[config.mk]
export PLATFORM = sky130hd
export DESIGN_NAME = rhm_ctrl
export DESIGN_NICKNAME = d
export VERILOG_FILES = /design/src/design/rhm_pkg.sv /design/src/design/rhm_ctrl.sv
export SDC_FILE = /design/constraint.sdc
export NUM_CORES = 1
export LEC_CHECK = 0
export ABC_AREA = 1
export ABC_CLOCK_PERIOD_IN_PS = 3000
export BUFFER_PORTS_ARGS = -buffer_cell sky130_fd_sc_hd__clkbuf_2
export CORE_AREA = 2 2 39 41
export CTS_CLUSTER_DIAMETER = 60
export DETAILED_ROUTE_END_ITERATION = 8
export DIE_AREA = 0 0 41 43
export SLEW_MARGIN = 20
export SYNTH_ARGS = -nofsm -noshare
export SYNTH_HDL_FRONTEND = slang
export SYNTH_SLANG_ARGS = --single-unit
[constraint.sdc]
create_clock -name clk -period 3 [get_ports clk]
set_input_delay 0.15 -clock clk [delete_from_list [all_inputs] [get_ports clk]]
set_output_delay 0.15 -clock clk [all_outputs]
set_load 0.01 [all_outputs]
[src/design/rhm_pkg.sv]
// shared types and constants for the roi histogram mode block
`timescale 1ns / 1ps

package rhm_pkg;

	localparam int PIX_W      = 8;
	localparam int COORD_W    = 12;
	localparam int BOUND_W    = 13;
	localparam int COUNT_W    = 25;
	localparam int CFG_IDX_W  = 2;
	localparam int CFG_DATA_W = 13;

	localparam logic [COUNT_W-1:0] COUNT_MAX = {COUNT_W{1'b1}};

	// register map
	localparam logic [CFG_IDX_W-1:0] CFG_ROW_START = 2'd0;
	localparam logic [CFG_IDX_W-1:0] CFG_ROW_END   = 2'd1;
	localparam logic [CFG_IDX_W-1:0] CFG_COL_START = 2'd2;
	localparam logic [CFG_IDX_W-1:0] CFG_COL_END   = 2'd3;

	localparam logic [BOUND_W-1:0] BOUND_RESET = 13'd4096;

	typedef enum logic [1:0] {
		ST_PIX,
		ST_SCAN,
		ST_DRAIN,
		ST_FINISH
	} state_t;

	// controller to datapath
	typedef struct packed {
		logic pix_take;
		logic scan_rd;
		logic load_out;
		logic clear;
	} cmd_t;

	// datapath to controller
	typedef struct packed {
		logic scan_last;
	} sts_t;

endpackage

[src/design/rhm_ctrl.sv]
// sequencer for pixel intake, bin scan and result hand-off
`timescale 1ns / 1ps

module rhm_ctrl (
	input  logic          clk,
	input  logic          arst_n,
	input  logic          in_valid,
	input  logic          last_pixel,
	output logic          in_stall,
	output logic          out_valid,
	input  logic          out_stall,
	output rhm_pkg::cmd_t cmd,
	input  rhm_pkg::sts_t sts
);
	import rhm_pkg::*;

	state_t state_q, state_d;
	logic   out_valid_q;
	logic   out_free;

	assign out_free  = !out_valid_q || !out_stall;
	assign out_valid = out_valid_q;

	always_ff @(posedge clk or negedge arst_n) begin
		if (!arst_n) begin
			state_q <= ST_PIX;
		end else begin
			state_q <= state_d;
		end
	end

	always_comb begin
		state_d      = state_q;
		cmd          = '0;
		in_stall     = 1'b1;
		unique case (state_q)
			ST_PIX: begin
				in_stall     = 1'b0;
				cmd.pix_take = in_valid;
				if (in_valid && last_pixel) begin
					state_d = ST_SCAN;
				end
			end
			ST_SCAN: begin
				cmd.scan_rd = 1'b1;
				if (sts.scan_last) begin
					state_d = ST_DRAIN;
				end
			end
			ST_DRAIN: begin
				state_d = ST_FINISH;
			end
			ST_FINISH: begin
				if (out_free) begin
					cmd.load_out = 1'b1;
					cmd.clear    = 1'b1;
					state_d      = ST_PIX;
				end
			end
			default: begin
				state_d = ST_PIX;
			end
		endcase
	end

	always_ff @(posedge clk or negedge arst_n) begin
		if (!arst_n) begin
			out_valid_q <= 1'b0;
		end else if (cmd.load_out) begin
			out_valid_q <= 1'b1;
		end else if (!out_stall) begin
			out_valid_q <= 1'b0;
		end
	end

endmodule

==> results.md, run 1 <==
| Quantity | Reported | Unit |
| --- | --- | --- |
| Type of the worst setup path | reg -> out | - |
| Horizontal die dimension | 41 | um |
| Max-slew headroom | 0.897 | - |
| Clock edge transition at the registers on the reported setup and hold paths | 0.03 | ns |
| Cell type of the slowest stage on the worst timing path | sky130_fd_sc_hd__dfrtp_1 | - |
| CTS root buf | sky130_fd_sc_hd__clkbuf_4 | - |
| Synthesis-stage register bit count | 3 | - |
| Antenna violations before repair | 0 | - |
| Post-detailed-route count of antenna-violating nets | 0 | - |
| Core ar. | 1380 | sq um |
| Final worst setup slack | 1.67 | ns |
| Arrival time worst endpoint | 1.18 | ns |
| Count of warnings emitted by yosys | 0 | - |
| Iteration count of the initial detailed-routing pass | 2 | - |
| Count of antenna diodes in the layout | 0 | - |
| Number of port buffers | 11 | - |
| Final core utilization | 0.262 | - |
| Maximum achievable frequency | 750 | MHz |
| Total area of multi-input combinational cells | 146 | sq um |
| Type of the tightest min-delay check | in -> reg | - |
| Die Area | 1760 | sq um |
| Bufs and invs on worst path | 2 | - |
| Period Utilization, post-route | 0.445 | - |
| Share of the synthesized area in the top cell type | 0.290 | - |
| Endpoint kind of the worst setup timing path | output pin | - |
| Total setup violations reported at the end of the flow | 0 | - |
| Final weighted congestion in routability-driven placement | 0.705 | - |
| Total Nets Final | 60 | - |
| Filler cells | 160 | - |
| Via Count | 235 | - |
| Yosys top cell by area | sky130_fd_sc_hd__dfrtp_1 | - |
| Buffer levels on the longest clock path | 2 | - |
| Final wirelength | 496 | um |
| Vias in the first global route | 209 | - |
| Number of sinks handled by clock tree synthesis | 3 | - |
| Average wire per cell in the routed design | 7.75 | um |
| List of cells traversed by the critical path | ha_1 -> inv_1 -> a21oi_1 -> clkbuf_2 | - |
| Per-cell via count in the routed design | 3.67 | - |
| Worst vdd ir | 0.000212 | V |
| Worst Max-Slew Pin Slew | 0.154 | ns |
| Setup repair after global routing missed its margin | false | - |
| Remaining DRCs | 0 | - |
| Row count | 14 | - |
| Leakage power total | 0.000224 | uW |
| Worst path max stage delay | 0.38 | ns |
| Clock tree from TritonCTS | built | - |
| Storage element area | 75.1 | sq um |
| Starting utilization of the core area | 0.187 | - |
| Largest net degree at the start of global routing | 5 | - |
| Post-synthesis cell area | 259 | sq um |
| Most area-consuming cells after synthesis | sky130_fd_sc_hd__dfrtp_1, sky130_fd_sc_hd__ha_1, sky130_fd_sc_hd__nand2_1 | - |
| Syn_area_per_cell | 7.85 | sq um |
| Critical R2R Launch | state_q[0] | - |
| Hold violation count in the final report | 0 | - |
| Y dimension of the die | 43 | um |
| Worst Path Required | 2.85 | ns |
| Power Dens Cells | 960 | nW/um^2 |
| Global-route wire length before repair | 669 | um |
| Worst hold slack | 0.188 | ns |
| CTS buffer count | 3 | - |
| Total power of the final layout | 348 | uW |
| Origin of the worst setup path | state_q[0] | - |
| Worst setup timing slack at the placement stage | 1.86 | ns |
| Fin Setup TNS | 0 | ns |
| Synthesized instance count | 33 | - |
| Final worst path period need | 1.33 | ns |
| Top-level I/O count | 12 | - |
| Pins Over Slew Limit | 0 | - |
| Setup Skew | 0.00122 | ns |
| Violation count after the first detailed-routing iteration | 1 | - |
| Dominant delay contributor by cell family on the critical path | flip-flops | - |
| Worst-Skew Late Latency | 0.23 | ns |
| Total congestion overflow | 0 | - |
| Synthesis-to-layout area growth | 40.1 | % |
| Number of H-tree levels | 1 | - |
| Worst min-delay path startpoint | out_stall | - |
| Post-CTS resize count | 0 | - |
| Status | finished clean | - |
| Syn Nets | 44 | - |
| Worst Path Max Fanout | 4 | - |
| Unique masters post-synth | 9 | - |
| Category of the worst setup path launch point | register | - |
| Total track usage | 0.0633 | - |
| Portion of the post-synthesis area used by sequential elements | 0.290 | - |
| Max-capacitance violation count | 0 | - |
| Fraction of final layout cells with drive strength greater than 1 | 0.375 | - |
| Post-detail-place hpwl | 451 | um |
[final cells by class]
type | count | area share
Sequential cell | 3 | 0.207
Multi-Input combinational cell | 21 | 0.403
Tap cell | 16 | 0.0552
Clock buffer | 4 | 0.0724
Inverter | 8 | 0.0828
Timing Repair Buffer | 12 | 0.179
[synthesized netlist by cell type]
library cell / number
sky130_fd_sc_hd__nand3_2: 2
sky130_fd_sc_hd__nand4_1: 2
sky130_fd_sc_hd__inv_1: 8
sky130_fd_sc_hd__a21oi_1: 1
sky130_fd_sc_hd__ha_1: 5
sky130_fd_sc_hd__buf_4: 1
sky130_fd_sc_hd__nand2_1: 9
sky130_fd_sc_hd__nand2_2: 2
sky130_fd_sc_hd__dfrtp_1: 3
[metal layers]
layer,track usage,wire [um],vias up
met4,0.0800,0,0
li1,-,-,127
met3,0.0157,24,0
met2,0.109,293,6
met1,0.0418,179,102
met5,0,0,-
[report_power, final]
part | internal (uW) | switching (uW)
combinational | 81.5 | 116
clock | 49.7 | 19.3
sequential | 61.8 | 20.5
total | 193 | 155
[worst paths after layout]
kind	endpoint	slack [ns]	cells after the start
min reg2reg	state_q[1]	0.52	2
max	cmd[0]	1.67	4
min in group asynchronous	state_q[1]	0.25	2
min	out_valid	0.19	3
max reg2reg	state_q[0]	1.88	6
max in group asynchronous	state_q[0]	2.64	2
[tightest hold or removal path: stages]
cell	delay [ns]
sky130_fd_sc_hd__clkbuf_2	0.11
sky130_fd_sc_hd__nand2_1	0.05
sky130_fd_sc_hd__nand2_1	0.06
[what timing repair did]
item                      4_1_cts  5_1_grt
setup buffers                   0        0
hold endpoints to repair        3        0
hold buffers                    1        0
[cell families (layout without fill, tap and decap cells)]
| kind of cell | Yosys count | after routing | share of synthesized area |
|---|---|---|---|
| and+or+nand+nor | 15 | 15 | 0.304 |
| AOI/OAI and AO/OA | 1 | 1 | 0.0193 |
| DFF | 3 | 3 | 0.290 |
| adders and majority gates | 5 | 5 | 0.242 |
| buffers and inverters | 9 | 24 | 0.145 |
[cells in the final DEF (no fill, tap or decap), drive strengths merged]
cell	netlist	final
clkbuf	0	15
nand2	11	11
inv	8	8
ha	5	5
dfrtp	3	3
nand3	2	2
nand4	2	2
a21oi	1	1
dlygate4sd3	0	1
[state kept, by name (all words and copies together) (netlist names)]
register   count
state_q        2
out_valid      1
[per-stage QoR]
stage               cell area [sq um]  instances
finish                            363         64
global route                      363         64
floorplan                         259         33
detailed placement                327         59
global placement                  327         59
CTS                               363         64
Note: power is estimated with default switching activity, not from simulation.
==> run 2, diff against run 1 <==
--- a/config.mk
+++ b/config.mk
@@ -5,8 +5,8 @@
 export SDC_FILE = /design/constraint.sdc
 export NUM_CORES = 1
 export LEC_CHECK = 0
-export ABC_AREA = 1
-export ABC_CLOCK_PERIOD_IN_PS = 3000
+export ABC_AREA = 0
+export ABC_CLOCK_PERIOD_IN_PS = 1200
 export BUFFER_PORTS_ARGS = -buffer_cell sky130_fd_sc_hd__clkbuf_2
 export CORE_AREA = 2 2 39 41
 export CTS_CLUSTER_DIAMETER = 60
==> constraint.sdc (replaced) <==
create_clock -name clk -period 1.2 [get_ports clk]
set_input_delay 0.06 -clock clk [delete_from_list [all_inputs] [get_ports clk]]
set_output_delay 0.06 -clock clk [all_outputs]
set_load 0.01 [all_outputs]
==> results.md, run 2 <==
| Quantity | Reported | Unit |
| --- | --- | --- |
| Status | finished with violations | - |
| Violated checks | setup timing | - |
| Worst vdd ir | 0.00106 | V |
| Vias in the first global route | 230 | - |
| Fin Setup TNS | -0.480 | ns |
| Total track usage | 0.0835 | - |
| Most area-consuming cells after synthesis | sky130_fd_sc_hd__dfrtp_1, sky130_fd_sc_hd__ha_1, sky130_fd_sc_hd__o221ai_4 | - |
| Type of the tightest min-delay check | in -> reg | - |
| Most common cell after layout, fill and taps aside | sky130_fd_sc_hd__buf_6 | - |
| Buffer levels on the longest clock path | 2 | - |
| Setup Skew | 0.00139 | ns |
| Unique masters post-synth | 14 | - |
| Total congestion overflow | 0 | - |
| Worst Path Max Fanout | 3 | - |
| Category of the worst setup path launch point | register | - |
| Largest register FFs | 2 | - |
| R2R depth | 5 | - |
| Type of the worst setup path | reg -> reg | - |
| Share of synthesized flip-flops with an asynchronous set or reset | 1.00 | - |
| Final weighted congestion in routability-driven placement | 0.674 | - |
| Clock edge transition at the registers on the reported setup and hold paths | 0.04 | ns |
| Max-slew headroom | 0.861 | - |
| Top-level I/O count | 12 | - |
| Final wirelength | 591 | um |
| Synthesis-to-layout area growth | 96.1 | % |
| Dominant cell by count in the synthesized netlist | sky130_fd_sc_hd__ha_1 | - |
| Total setup violations reported at the end of the flow | 5 | - |
| Most frequent cells after synthesis | sky130_fd_sc_hd__ha_1, sky130_fd_sc_hd__dfrtp_1, sky130_fd_sc_hd__inv_1 | - |
| Syn Nets | 33 | - |
| Reg with most FFs | state_q | - |
| Syn_area_per_cell | 11.7 | sq um |
| Final worst path period need | 1.35 | ns |
| Pins Over Slew Limit | 0 | - |
| Filler cells | 147 | - |
| Origin of the worst setup path | state_q[1] | - |
| Yosys top cell by area | sky130_fd_sc_hd__dfrtp_1 | - |
| Placement-stage cell area | 407 | sq um |
| Hold violation count in the final report | 0 | - |
| Period Utilization, post-route | 1.12 | - |
| Portion of the post-synthesis area used by sequential elements | 0.293 | - |
| Y dimension of the die | 43 | um |
| Clock tree from TritonCTS | built | - |
| Top library cells by usage in the layout, fill and taps aside | sky130_fd_sc_hd__buf_6, sky130_fd_sc_hd__clkbuf_2, sky130_fd_sc_hd__buf_4 | - |
| Largest net degree at the start of global routing | 5 | - |
| Worst setup timing slack at the placement stage | -0.181 | ns |
| CTS root buf | sky130_fd_sc_hd__clkbuf_4 | - |
| Horizontal die dimension | 41 | um |
| Endpoint kind of the worst setup timing path | register | - |
| Worst setup path end | state_q[1] | - |
| Number of port buffers | 11 | - |
| Core ar. | 1380 | sq um |
| Per-cell via count in the routed design | 3.77 | - |
| Worst Path Required | 1.31 | ns |
| Arrival time worst endpoint | 1.46 | ns |
| Antenna violations before repair | 0 | - |
| Total Nets Final | 58 | - |
| Average wire per cell in the routed design | 9.53 | um |
| Critical R2R Launch | state_q[1] | - |
| R2R setup slack | -0.15 | ns |
| Remaining DRCs | 0 | - |
| Maximum achievable frequency | 743 | MHz |
| Endpoint of the most critical register-to-register path | state_q[1] | - |
| Post-detailed-route count of antenna-violating nets | 0 | - |
| Leakage power total | 0.000248 | uW |
| CTS buffer count | 3 | - |
| Final worst setup slack | -0.146 | ns |
| Most used flip-flop cell after synthesis | sky130_fd_sc_hd__dfrtp_1 | - |
| Setup repair after global routing missed its margin | true | - |
| Total area of multi-input combinational cells | 191 | sq um |
| Storage element area | 75.1 | sq um |
| Post-detail-place hpwl | 450 | um |
| Post-synthesis cell area | 256 | sq um |
| Share of the synthesized area in the top cell type | 0.293 | - |
| Worst Max-Slew Pin Slew | 0.209 | ns |
| Starting utilization of the core area | 0.185 | - |
| Number of enable flip-flop cells after synthesis | 0 | - |
| Max-capacitance violation count | 0 | - |
| Synthesized instance count | 22 | - |
| Power Dens Cells | 2800 | nW/um^2 |
| Count of warnings emitted by yosys | 0 | - |
| Synthesis-stage register bit count | 3 | - |
| Worst-Skew Late Latency | 0.23 | ns |
| Iteration count of the initial detailed-routing pass | 3 | - |
| Number of sinks handled by clock tree synthesis | 3 | - |
| Violation count after the first detailed-routing iteration | 1 | - |
| Count of antenna diodes in the layout | 0 | - |
| Global-route wire length before repair | 917 | um |
| Die Area | 1760 | sq um |
| Via Count | 234 | - |
| Row count | 14 | - |
| Final design area excluding fillers | 503 | sq um |
| Fraction of final layout cells with drive strength greater than 1 | 0.783 | - |
| Number of H-tree levels | 1 | - |
## run 2: cell count changes after synthesis, moves of 2 or more
cell | previous run | this run
sky130_fd_sc_hd__inv_1 | 8 | 3
sky130_fd_sc_hd__nand2_1 | 9 | 0
sky130_fd_sc_hd__nand2_2 | 2 | 0
sky130_fd_sc_hd__nand4_1 | 2 | 0
## run 2: worst max-delay path, stage by stage (launching register included)
cell and delay [ns]:
sky130_fd_sc_hd__dfrtp_1 0.40, sky130_fd_sc_hd__inv_2 0.12, sky130_fd_sc_hd__ha_4 0.16, sky130_fd_sc_hd__clkinv_4 0.05, sky130_fd_sc_hd__o221ai_4 0.17, sky130_fd_sc_hd__mux2_4 0.32
## run 2: stage by stage
step                instances  power, uW  utilization  hold slack (ns)
floorplan                  22        724            -           -0.236
global placement           55       1030        0.294           -0.141
detailed placement         55       1040        0.294           -0.138
CTS                        62       1360        0.346            0.101
global route               62       1530        0.363            0.110
finish                     62       1410        0.363            0.107
## run 2: area by class of cell
class | count | area share
multi-input cells | 14 | 0.381
repair buffers | 21 | 0.338
flip-flops and latches | 3 | 0.149
clock buffers | 4 | 0.0522
inverters | 4 | 0.0398
well taps | 16 | 0.0398
## run 2: cell families (layout without fill, tap and decap cells)
group           Yosys count  in the layout  share of synthesized area
compound gates            3              3                      0.161
simple gates              4              4                      0.117
buf+inv                   5             29                     0.0878
mux                       2              2                     0.0975
flops                     3              3                      0.293
fa+ha+maj                 5              5                      0.244
## run 2: report_power, final
group | total [uW] | internal, uW | switching (uW)
registers | 220 | 158 | 62.5
clock network | 174 | 124 | 49.8
logic | 1020 | 627 | 389
total | 1410 | 909 | 501
## run 2: routing by layer
| layer | global-route usage | routed length [um] | vias up |
|---|---|---|---|
| met5 | 0 | 0 | - |
| met4 | 0.0600 | 0 | 0 |
| met3 | 0.0471 | 37 | 0 |
| met2 | 0.122 | 309 | 12 |
| met1 | 0.0841 | 244 | 103 |
| li1 | - | - | 119 |
## run 2: worst min-delay path by stage
stage | cells after the start | slack [ns] | startpoint | endpoint
after CTS | 2 | 0.10 | out_stall | out_valid
after global placement | 1 | -0.14 | arst_n | out_valid
final | 2 | 0.11 | out_stall | out_valid
after floorplan | 0 | -0.24 | arst_n | out_valid
after detailed placement | 1 | -0.14 | arst_n | out_valid
after global routing | 2 | 0.11 | out_stall | out_valid
## run 2: repair_timing
| action | in CTS | in global routing |
|---|---|---|
| pin swaps | 4 | 2 |
| endpoints found under the hold margin | 3 | 0 |
| hold buffers | 1 | 0 |
| setup buffers | 2 | 0 |
| endpoints found under the setup margin | 6 | 7 |
| gates resized for setup | 7 | 10 |
